## config.mk

```make
export PLATFORM = sky130hd
export DESIGN_NAME = line_rasterizer
export DESIGN_NICKNAME = d
export VERILOG_FILES = /design/src/lr_pkg.sv /design/src/line_rasterizer.sv
export VERILOG_INCLUDE_DIRS = /design/src /design/src/src
export SDC_FILE = /design/constraint.sdc
export NUM_CORES = 1
export LEC_CHECK = 0
export BUFFER_PORTS_ARGS = -buffer_cell sky130_fd_sc_hd__buf_2
export CAP_MARGIN = 25
export CORE_ASPECT_RATIO = 1.4
export CORE_MARGIN = 2
export CORE_UTILIZATION = 45
export DETAILED_ROUTE_END_ITERATION = 8
export MAX_ROUTING_LAYER = met4
export PLACE_DENSITY_LB_ADDON = 0.05
export SLEW_MARGIN = 20
export SYNTH_ARGS = -nofsm -noshare
export SYNTH_HDL_FRONTEND = slang
export SYNTH_SLANG_ARGS = --single-unit
```

## constraint.sdc

```tcl
create_clock -name clk_i -period 16.53 [get_ports clk_i]
set_clock_uncertainty 0.2 [all_clocks]
set_input_delay 2.4795 -clock clk_i [delete_from_list [all_inputs] [get_ports clk_i]]
set_output_delay 2.4795 -clock clk_i [all_outputs]
set_load 0.05 [all_outputs]
```

## src/line_rasterizer_macros.svh

```systemverilog
// assertion macros for the line rasterizer
`ifndef LINE_RASTERIZER_MACROS_SVH
`define LINE_RASTERIZER_MACROS_SVH

`ifndef ASSERT_OFF
`define LR_ASSERT(label, prop, msg) \
  label: assert property (@(posedge clk_i) disable iff (!rst_ni) prop) else $error(msg);
`define LR_ASSERT_ALWAYS(label, prop, msg) \
  label: assert property (@(posedge clk_i) prop) else $error(msg);
`else
`define LR_ASSERT(label, prop, msg)
`define LR_ASSERT_ALWAYS(label, prop, msg)
`endif

`endif

```

## src/lr_pkg.sv

```systemverilog
// types and constants of the line rasterizer
package lr_pkg;

  localparam int CoordBits = 13;
  localparam int GainBits  = CoordBits + 2;
  localparam int ErrBits   = CoordBits + 3;
  localparam int DimBits   = 12;
  localparam int AddrBits  = 2 * DimBits;
  localparam int ColorBits = 32;
  localparam int CfgIdxBits = 2;

  typedef logic signed [CoordBits-1:0] coord_t;
  typedef logic [CoordBits-1:0]        span_t;
  typedef logic [GainBits-1:0]         gain_t;
  typedef logic signed [ErrBits-1:0]   err_t;
  typedef logic [DimBits-1:0]          dim_t;
  typedef logic [AddrBits-1:0]         addr_t;
  typedef logic [ColorBits-1:0]        color_t;
  typedef logic [CfgIdxBits-1:0]       cfg_idx_t;

  localparam logic CmdLoad = 1'b0;
  localparam logic CmdStep = 1'b1;

  localparam cfg_idx_t CfgFrameWidth  = cfg_idx_t'(0);
  localparam cfg_idx_t CfgFrameHeight = cfg_idx_t'(1);

  localparam dim_t FrameDimReset = dim_t'(800);

endpackage

```

## src/line_rasterizer.sv

```systemverilog
// line rasterizer: bresenham line drawing, one pixel per step item
// flow: a step item is accepted into the input register and moves on to the result
//   register once the result side is free; load items give no result
// throughput: one item per cycle, held back only by a stall on the result side
// reset: no line active, frame size 800 by 800, both pipeline registers empty
`include "line_rasterizer_macros.svh"

module line_rasterizer (
  input  logic              clk_i,
  input  logic              rst_ni,
  input  logic              cfg_valid_i,
  output logic              cfg_ready_o,
  input  lr_pkg::cfg_idx_t  cfg_index_i,
  input  lr_pkg::dim_t      cfg_data_i,
  input  logic              in_valid_i,
  output logic              in_stall_o,
  input  logic              command_i,
  input  lr_pkg::coord_t    x_start_i,
  input  lr_pkg::coord_t    y_start_i,
  input  lr_pkg::coord_t    x_end_i,
  input  lr_pkg::coord_t    y_end_i,
  input  lr_pkg::color_t    pixel_color_i,
  output logic              out_valid_o,
  input  logic              out_stall_i,
  output logic              pixel_valid_o,
  output logic              write_enable_o,
  output lr_pkg::coord_t    pixel_x_o,
  output lr_pkg::coord_t    pixel_y_o,
  output lr_pkg::addr_t     address_o,
  output lr_pkg::color_t    out_color_o,
  output logic              last_o
);
  import lr_pkg::*;

  // configuration
  dim_t frame_width_q, frame_height_q;

  assign cfg_ready_o = 1'b1;

  always_ff @(posedge clk_i or negedge rst_ni) begin
    if (!rst_ni) begin
      frame_width_q  <= FrameDimReset;
      frame_height_q <= FrameDimReset;
    end else if (cfg_valid_i && cfg_ready_o) begin
      if (cfg_index_i == CfgFrameWidth) begin
        frame_width_q <= cfg_data_i;
      end
      if (cfg_index_i == CfgFrameHeight) begin
        frame_height_q <= cfg_data_i;
      end
    end
  end

  // input register
  logic   s1_valid_q, s1_valid_d;
  logic   s1_cmd_q;
  coord_t s1_x0_q, s1_y0_q, s1_x1_q, s1_y1_q;
  color_t s1_color_q;
  logic   in_fire, s1_move, s1_step, out_free;

  assign out_free   = !out_valid_o || !out_stall_i;
  assign s1_move    = s1_valid_q && ((s1_cmd_q == CmdLoad) || out_free);
  assign s1_step    = s1_move && (s1_cmd_q == CmdStep);
  assign in_stall_o = s1_valid_q && !s1_move;
  assign in_fire    = in_valid_i && !in_stall_o;

  always_comb begin
    s1_valid_d = s1_valid_q;
    if (in_fire) begin
      s1_valid_d = 1'b1;
    end else if (s1_move) begin
      s1_valid_d = 1'b0;
    end
  end

  always_ff @(posedge clk_i or negedge rst_ni) begin
    if (!rst_ni) begin
      s1_valid_q <= 1'b0;
    end else begin
      s1_valid_q <= s1_valid_d;
    end
  end

  always_ff @(posedge clk_i) begin
    if (in_fire) begin
      s1_cmd_q   <= command_i;
      s1_x0_q    <= x_start_i;
      s1_y0_q    <= y_start_i;
      s1_x1_q    <= x_end_i;
      s1_y1_q    <= y_end_i;
      s1_color_q <= pixel_color_i;
    end
  end

  // line state
  logic   busy_q, busy_d;
  logic   steep_q, steep_d;
  coord_t major_pos_q, major_pos_d;
  coord_t major_stop_q, major_stop_d;
  coord_t minor_pos_q, minor_pos_d;
  logic   minor_dir_q, minor_dir_d;
  err_t   error_term_q, error_term_d;
  gain_t  error_gain_q, error_gain_d;
  gain_t  error_drop_q, error_drop_d;
  color_t line_color_q, line_color_d;

  // load setup
  logic signed [CoordBits:0] dx, dy, ndx, ndy;
  span_t  adx, ady, maj_span, min_span;
  logic   ld_steep;
  coord_t maj0, maj1, min0, min1;

  always_comb begin
    dx  = {s1_x1_q[CoordBits-1], s1_x1_q} - {s1_x0_q[CoordBits-1], s1_x0_q};
    dy  = {s1_y1_q[CoordBits-1], s1_y1_q} - {s1_y0_q[CoordBits-1], s1_y0_q};
    ndx = -dx;
    ndy = -dy;
    adx = dx[CoordBits] ? ndx[CoordBits-1:0] : dx[CoordBits-1:0];
    ady = dy[CoordBits] ? ndy[CoordBits-1:0] : dy[CoordBits-1:0];
    ld_steep = ady > adx;
    if (ld_steep) begin
      maj0 = s1_y0_q; maj1 = s1_y1_q; min0 = s1_x0_q; min1 = s1_x1_q;
      maj_span = ady; min_span = adx;
    end else begin
      maj0 = s1_x0_q; maj1 = s1_x1_q; min0 = s1_y0_q; min1 = s1_y1_q;
      maj_span = adx; min_span = ady;
    end
  end

  // current pixel
  coord_t px, py;
  logic   in_frame, fin;
  err_t   err_sum;
  addr_t  addr_calc;

  always_comb begin
    px = steep_q ? minor_pos_q : major_pos_q;
    py = steep_q ? major_pos_q : minor_pos_q;
    in_frame = !px[CoordBits-1] && !py[CoordBits-1] &&
               (px < $signed({1'b0, frame_width_q})) &&
               (py < $signed({1'b0, frame_height_q}));
    fin = major_pos_q >= major_stop_q;
    err_sum = error_term_q + $signed({1'b0, error_gain_q});
    addr_calc = addr_t'(frame_width_q) * addr_t'(py[DimBits-1:0]) +
                addr_t'(px[DimBits-1:0]);
  end

  always_comb begin
    busy_d       = busy_q;
    steep_d      = steep_q;
    major_pos_d  = major_pos_q;
    major_stop_d = major_stop_q;
    minor_pos_d  = minor_pos_q;
    minor_dir_d  = minor_dir_q;
    error_term_d = error_term_q;
    error_gain_d = error_gain_q;
    error_drop_d = error_drop_q;
    line_color_d = line_color_q;
    if (s1_move && (s1_cmd_q == CmdLoad)) begin
      busy_d  = 1'b1;
      steep_d = ld_steep;
      if (maj1 < maj0) begin
        major_pos_d = maj1; major_stop_d = maj0; minor_pos_d = min1;
      end else begin
        major_pos_d = maj0; major_stop_d = maj1; minor_pos_d = min0;
      end
      minor_dir_d  = (dx < 0 && dy > 0) || (dx > 0 && dy < 0);
      error_term_d = -$signed({3'b000, maj_span});
      error_gain_d = {1'b0, min_span, 1'b0};
      error_drop_d = {1'b0, maj_span, 1'b0};
      line_color_d = s1_color_q;
    end else if (s1_step && busy_q) begin
      if (fin) begin
        busy_d = 1'b0;
      end else begin
        major_pos_d  = major_pos_q + coord_t'(1);
        error_term_d = err_sum;
        if (!err_sum[ErrBits-1]) begin
          minor_pos_d  = minor_dir_q ? minor_pos_q - coord_t'(1)
                                     : minor_pos_q + coord_t'(1);
          error_term_d = err_sum - $signed({1'b0, error_drop_q});
        end
      end
    end
  end

  always_ff @(posedge clk_i or negedge rst_ni) begin
    if (!rst_ni) begin
      busy_q <= 1'b0;
    end else begin
      busy_q <= busy_d;
    end
  end

  always_ff @(posedge clk_i) begin
    steep_q      <= steep_d;
    major_pos_q  <= major_pos_d;
    major_stop_q <= major_stop_d;
    minor_pos_q  <= minor_pos_d;
    minor_dir_q  <= minor_dir_d;
    error_term_q <= error_term_d;
    error_gain_q <= error_gain_d;
    error_drop_q <= error_drop_d;
    line_color_q <= line_color_d;
  end

  // result register
  logic out_valid_q, out_valid_d;

  always_comb begin
    out_valid_d = out_valid_q;
    if (s1_step) begin
      out_valid_d = 1'b1;
    end else if (!out_stall_i) begin
      out_valid_d = 1'b0;
    end
  end

  always_ff @(posedge clk_i or negedge rst_ni) begin
    if (!rst_ni) begin
      out_valid_q <= 1'b0;
    end else begin
      out_valid_q <= out_valid_d;
    end
  end

  assign out_valid_o = out_valid_q;

  always_ff @(posedge clk_i) begin
    if (s1_step) begin
      pixel_valid_o  <= busy_q;
      write_enable_o <= busy_q && in_frame;
      pixel_x_o      <= busy_q ? px : '0;
      pixel_y_o      <= busy_q ? py : '0;
      address_o      <= (busy_q && in_frame) ? addr_calc : '0;
      out_color_o    <= busy_q ? line_color_q : '0;
      last_o         <= busy_q && fin;
    end
  end

  // checks
  `LR_ASSERT(a_idle_pixel_zero,
    out_valid_o && !pixel_valid_o |-> !write_enable_o && !last_o && address_o == '0
      && pixel_x_o == '0 && pixel_y_o == '0,
    "step with no active line gave a nonzero pixel")
  `LR_ASSERT(a_clip_addr_zero,
    out_valid_o && !write_enable_o |-> address_o == '0,
    "clipped pixel carries an address")
  `LR_ASSERT(a_written_in_frame,
    out_valid_o && write_enable_o |-> !pixel_x_o[CoordBits-1] && !pixel_y_o[CoordBits-1],
    "written pixel has a negative coordinate")
  `LR_ASSERT(a_last_ends_line,
    s1_step && busy_q && fin |=> !busy_q && out_valid_o && last_o,
    "final pixel did not end the line")
  `LR_ASSERT_ALWAYS(a_reset_empty,
    !rst_ni |=> !out_valid_o && !s1_valid_q && !busy_q,
    "pipeline not empty in reset")

endmodule

```

==> metrics.txt, run 1 <==
status finished, final reports clean; Met2 Wirelength 32400 um; total CTS buffers 35; Max-Slew Margin vs Limit 26.4%; total gr overflow 0; Chip Height 272 um; Yosys warnings 0; vias per cell 5.37; Total Wirelength 61000 um; critical setup path kind reg2reg; row cnt 98; hold buffers post-CTS 0; CTS tree yes; Async SR Flop Fraction 8.68%; Post-CTS Setup Inserts 0; DP Worst Slack 7.36 ns; Tot GR Track Use 23.9%; routed vias 16223; clk root buf clkbuf_16; Synth area leader edfxtp_1; Clk Latency, worst-skew pair 0.56 ns; hpwl dp 47900 um; endpoint type of the worst setup path flop; syn_area_per_cell 10.6 sq um; RSZ-0062 raised after global routing no; Post-synth top flop edfxtp_1; maximum fanout along the worst path 55; Final Max Tran Viols 0; Highest Clock Rate 108 MHz; Initial Util 45.4%; Critical Path RT 16.70 ns; Non-Filler Instances 3023; Detail Route Antenna Nets 0; Detailed Routing Iterations Pass 1 5; CP delay by family, top compound AO/OA/AOI/OAI gates; routed len/inst 20.2 um; DRC violation total after the first TritonRoute iteration 766; top post-synthesis cells by area edfxtp_1, ha_1, fa_1, inv_1, nand2_1; Final Worst Setup Slack 7.29 ns; Core Area 0.0510 sq mm; setup tns final 0 ns; layout cells sized above 1 14.4%; area added between synthesis and finish 12.2%; Startpoint Class flop; die width 196 um; Max stage delay cell, worst path buf_4; Worst Max-Slew Pin Slew 1.07 ns; met3 WL 1980 um; worst min path class reg2reg; fin nets 2784; Mapped Cells 2177; Buf+Inv Stages, Crit Path 4; clock sinks 311; Final period util 55.9%; number of global-route vias before repair 16912; full die area 0.0533 sq mm; Worst path most repeated cell o21a_1; Port Buf Inserts 190; antenna violations before repair 0; Final min period 9.24 ns; fillers 4664; final setup fails 0; synthesized area 0.0232 sq mm; max layer used met4; Distinct cells, synth 77; Seq/Total Area, Yosys 39.8%; Synth top area share 36.8%; number of synthesized flops with an enable pin 284; Inst Count DP 2958; drt drc 0; I/O pin cnt 192; Post-synth top cells inv_1, edfxtp_1, ha_1; WHS 0.213 ns; Yosys reg bits 311; Synth Net Count 2614; worst-case clock buffer depth 3; most common cell in the netlist inv_1; WP data arrival 9.41 ns; Final Hold Viols 0; max-cap viol count 0; post-CTS sizing 0; gpl congestion 0.903; CTS H-tree lvls 2; crit-path max cell delay 0.71 ns; first-pass GRT wire length 94700 um; M1 wire length 24300 um; Antenna diodes 0; largest net degree at the start of global routing 66; clock-pin slew on the worst setup and hold paths 0.06 ns
## layout make-up
cell class	instances	area (sq um)	share of cell area (%)
Clock buffer	41	972	3.74
Clock inverter	22	220	0.847
Inverter	288	1080	4.17
Multi-Input combinational cell	1503	12600	48.5
Sequential cell	311	9210	35.4
Tap cell	650	813	3.13
Timing Repair Buffer	208	1090	4.18
## logic make-up after synthesis
| group | after synthesis | synth area share [%] |
|---|---|---|
| other | 1 | 0.0162 |
| and+or+nand+nor | 576 | 12.1 |
| DFF | 311 | 39.8 |
| muxes | 123 | 5.61 |
| AOI/OAI and AO/OA | 360 | 10.2 |
| buffers and inverters | 363 | 6.00 |
| adders and majority gates | 334 | 22.1 |
| xor gates and xnor gates | 109 | 4.12 |
## registers in the layout, summed over array words and instances, names as in the netlist, 15 cells and up
register	cells
out_color_o	32
line_color_q	32
s1_color_q	32
address_o	24
error_term_q	15
## worst register-to-register path, delay by kind of cell (launching register included)
family                     cells  cell delay (ns)
adders and majority gates      3             1.03
AOI/OAI and AO/OA             22             3.82
buffers and inverters          4             1.53
DFF                            1             0.41
and+or+nand+nor                7             1.23
muxes                          2             0.84
## routing by layer
layer / track usage [%] / vias up
met5: - / -
met3: 2.48 / 118
met2: 43.4 / 362
met1: 27.1 / 7924
li1: - / 7819
met4: 9.11 / 0
## cell usage in the layout, fill, tap and decap left out, types with 24 or more instances in the layout
| cell type | Yosys | layout |
|---|---|---|
| inv_1 | 287 | 286 |
| edfxtp_1 | 284 | 284 |
| ha_1 | 206 | 206 |
| nand2_1 | 203 | 203 |
| buf_2 | 7 | 190 |
| fa_1 | 127 | 127 |
| nor2_1 | 113 | 113 |
| a21oi_1 | 107 | 106 |
| and2_1 | 100 | 99 |
| xnor2_1 | 75 | 75 |
| mux2i_1 | 68 | 68 |
| o21ai_0 | 67 | 66 |
| mux2_2 | 42 | 42 |
| clkbuf_16 | 0 | 38 |
| xor2_1 | 34 | 34 |
| o21a_1 | 33 | 33 |
| nand3_1 | 27 | 27 |
| nor2b_1 | 26 | 26 |
| a21o_1 | 24 | 24 |
## path summary, 6_finish.rpt
kind | startpoint | endpoint | slack, ns | depth (start not counted)
worst max-delay path | s1_y1_q[8] | minor_pos_q[12] | 7.29 | 38
worst min register to register | s1_color_q[15] | line_color_q[15] | 0.21 | 0
min in group asynchronous | rst_ni | frame_height_q[1] | 1.79 | 1
worst min-delay path | s1_color_q[15] | line_color_q[15] | 0.21 | 0
max in group asynchronous | rst_ni | busy_q | 13.81 | 1
worst max register to register | s1_y1_q[8] | minor_pos_q[12] | 7.29 | 38
## metrics by stage
stage | utilization [%] | cell area [sq um]
after floorplan | - | 23200
after global placement | 48.6 | 24800
after detailed placement | 48.6 | 24800
after CTS | 50.9 | 26000
after global routing | 51.0 | 26000
final | 51.0 | 26000
Power of run 1 is left out: the tool's default activity adds up to more than one toggle a clock period on the data nets, which glitch-free logic cannot reach.
==> run 2: changes to the inputs <==
--- a/config.mk
+++ b/config.mk
@@ -6,6 +6,7 @@
 export SDC_FILE = /design/constraint.sdc
 export NUM_CORES = 1
 export LEC_CHECK = 0
+export ABC_AREA = 1
 export BUFFER_PORTS_ARGS = -buffer_cell sky130_fd_sc_hd__buf_2
 export CAP_MARGIN = 25
 export CORE_ASPECT_RATIO = 1.4
==> constraint.sdc (replaced) <==
create_clock -name clk_i -period 9.6 [get_ports clk_i]
set_clock_uncertainty 0.2 [all_clocks]
set_input_delay 1.44 -clock clk_i [delete_from_list [all_inputs] [get_ports clk_i]]
set_output_delay 1.44 -clock clk_i [all_outputs]
set_load 0.05 [all_outputs]
==> metrics.txt, run 2 <==
Synth area leader edfxtp_1 (unchanged); Clk Latency, worst-skew pair 0.56 ns (about the same); max-cap viol count 0 (unchanged); Setup crit start s1_x1_q[4] (was s1_y1_q[8]); vias per cell 5.10 (was 5.37); R2R setup slack 1.71 ns (was 7.29 ns); routed vias 17752 (was 16223); Final Hold Viols 0 (unchanged); worst-case clock buffer depth 3 (unchanged); critical setup path kind reg2reg (unchanged); setup tns final 0 ns (unchanged); drt drc 0 (unchanged); Largest regs line_color_q x32, out_color_o x32, s1_color_q x32 (unchanged); register area 0.00921 sq mm (about the same); Seq/Total Area, Yosys 39.4% (was 39.8%); reg2reg path depth 34 (was 38); clock-pin slew on the worst setup and hold paths 0.06 ns (about the same); Critical Path RT 9.71 ns (was 16.70 ns); Yosys warnings 0 (unchanged); Highest Clock Rate 127 MHz (was 108 MHz); worst min path class reg2reg (unchanged); commonest non-fill, non-tap cell in the layout nand2_1 (was inv_1); most common cell in the netlist nand2_1 (was inv_1); gpl congestion 0.954 (was 0.903); Multi-input gate area 0.0120 sq mm (was 0.0126 sq mm); clock sinks 311 (unchanged); I/O pin cnt 192 (unchanged); reg2reg start s1_x1_q[4] (was s1_y1_q[8]); Distinct cells, synth 53 (was 77); Worst Setup EP minor_pos_q[3] (was minor_pos_q[12]); Synth top area share 36.5% (was 36.8%); Post-synth top cells nand2_1, inv_1, edfxtp_1 (was inv_1, edfxtp_1, ha_1); XOR/XNOR share of the synthesized area 2.36% (was 4.12%); CTS tree yes (unchanged); number of synthesized flops with an enable pin 284 (unchanged); Final min period 7.89 ns (was 9.24 ns); total CTS buffers 35 (unchanged); CTS H-tree lvls 2 (unchanged); hpwl dp 50100 um (was 47900 um); Synth Net Count 3074 (was 2614); die width 197 um (was 196 um); FF-to-FF End minor_pos_q[3] (was minor_pos_q[12]); routed len/inst 17.8 um (was 20.2 um); Synth Area in Compound Gates 8.18% (was 10.2%); Adder-Cell Fraction of Synth Area 21.9% (was 22.1%); row cnt 98 (unchanged); area added between synthesis and finish 11.8% (was 12.2%); Async SR Flop Fraction 8.68% (unchanged); status finished, final reports clean (unchanged); number of global-route vias before repair 18032 (was 16912); total gr overflow 0 (unchanged); layout cells sized above 1 12.1% (was 14.4%); Worst path most repeated cell nand2_1 (was o21a_1); fillers 4886 (was 4664); crit-path max cell delay 0.48 ns (was 0.71 ns); hold buffers post-CTS 0 (unchanged); synthesized area 0.0234 sq mm (was 0.0232 sq mm); Startpoint Class flop (unchanged); clk root buf clkbuf_16 (unchanged); largest net degree at the start of global routing 70 (was 66); largest family of logic cells by synthesized area adder cells (unchanged); Initial Util 45.7% (was 45.4%); fin nets 3245 (was 2784); full die area 0.0538 sq mm (was 0.0533 sq mm); post-CTS sizing 0 (unchanged); Mapped Cells 2637 (was 2177); Tot GR Track Use 24.1% (was 23.9%); multiplexer share of the synthesized area 0.471% (was 5.61%); CP delay by family, top simple AND/OR/NAND/NOR gates (was compound AO/OA/AOI/OAI gates); DRC violation total after the first TritonRoute iteration 658 (was 766); Port Buf Inserts 190 (unchanged); Max stage delay cell, worst path nand2_4 (was buf_4); Total Wirelength 62000 um (was 61000 um); final setup fails 0 (unchanged); Final period util 82.2% (was 55.9%); Max-Slew Margin vs Limit 36.2% (was 26.4%); Simple-Gate Fraction of Synth Area 18.2% (was 12.1%); maximum fanout along the worst path 65 (was 55); Buf+Inv Stages, Crit Path 4 (unchanged); Post-synth top flop edfxtp_1 (unchanged); Detail Route Antenna Nets 0 (unchanged); Core Area 0.0511 sq mm (was 0.0510 sq mm); most frequent cells in the layout nand2_1, inv_1, edfxtp_1 (was inv_1, edfxtp_1, ha_1); endpoint type of the worst setup path flop (unchanged); Final Max Tran Viols 0 (unchanged); first-pass GRT wire length 96200 um (was 94700 um); Chip Height 274 um (was 272 um); RSZ-0062 raised after global routing no (unchanged); Post-CTS Setup Inserts 0 (unchanged); Detailed Routing Iterations Pass 1 5 (unchanged); instance count on the critical path 34 (was 38); Worst Max-Slew Pin Slew 0.958 ns (was 1.07 ns); WP data arrival 8.00 ns (was 9.41 ns); Yosys reg bits 311 (unchanged); top post-synthesis cells by area edfxtp_1, ha_1, fa_1, nand2_1, inv_1 (was edfxtp_1, ha_1, fa_1, inv_1, nand2_1); syn_area_per_cell 8.86 sq um (was 10.6 sq um); antenna violations before repair 1 (was 0)
==> run 2: cell types whose count changed in the layout (fill, tap and decap cells not counted), moves of 21 or more <==
cell and delta:
a21o_1 -21, and2_1 -99, inv_1 +194, mux2_2 -42, mux2i_1 -57, nand2_1 +382, nand3_1 +131, nor2_1 +58
nor2b_1 -26, o21a_1 -33, o21ai_0 +78, o21ai_1 +27, xnor2_1 -49
==> run 2: worst reg2reg max path: cells and delay by family, from the launching register on <==
family,cells,cell delay [ns]
compound gates,10,2.02
fa+ha+maj,3,1.14
buf+inv,4,0.86
flops,1,0.40
simple gates,17,3.01
==> run 2: area by class of cell <==
class	instances	area share, %
multi-input cells	1761	45.8
flip-flops and latches	311	35.3
inverters	488	7.02
repair buffers	211	4.34
clock buffers	49	3.79
well taps	650	3.11
clock inverters	12	0.637
diodes	1	0.00958
==> run 2: worst min path at each step <==
stage                   start               end  slack [ns]  cells past startpoint
2_1_floorplan   s1_color_q[0]   line_color_q[0]        0.20                      0
5_1_grt         s1_color_q[4]   line_color_q[4]        0.22                      0
4_1_cts        s1_color_q[31]  line_color_q[31]        0.22                      0
6_report        s1_color_q[4]   line_color_q[4]        0.22                      0
3_3_place_gp    s1_color_q[0]   line_color_q[0]        0.20                      0
3_5_place_dp    s1_color_q[2]   line_color_q[2]        0.20                      0
==> run 2: through the flow <==
stage                     setup slack (ns)  instance area, sq um  hold WS, ns  instances  utilization, %
after floorplan                       2.95                 23400        0.200       2637               -
after global placement                1.80                 24900        0.200       3419            48.7
after detailed placement              1.76                 25000        0.205       3421            48.8
after CTS                             1.73                 26100        0.220       3482            51.1
after global routing                  1.06                 26100        0.223       3483            51.1
final                                 1.71                 26100        0.217       3483            51.1
==> run 2: per-layer routing <==
| layer | vias up | wire length, um | global-route usage (%) |
|---|---|---|---|
| met5 | - | 0 | - |
| met4 | 0 | 2820 | 10.5 |
| met3 | 128 | 1760 | 2.44 |
| met2 | 376 | 33100 | 44.6 |
| met1 | 8389 | 24400 | 26.1 |
| li1 | 8859 | - | - |
==> run 2: logic make-up (layout without fill, tap and decap cells) <==
family | Yosys count | in the layout
muxes | 11 | 11
xor gates and xnor gates | 62 | 62
DFF | 311 | 311
AOI/OAI and AO/OA | 348 | 348
other | 1 | 2
and+or+nand+nor | 1006 | 1006
buffers and inverters | 565 | 760
adders and majority gates | 333 | 333
Power of run 2 is left out for the same reason.
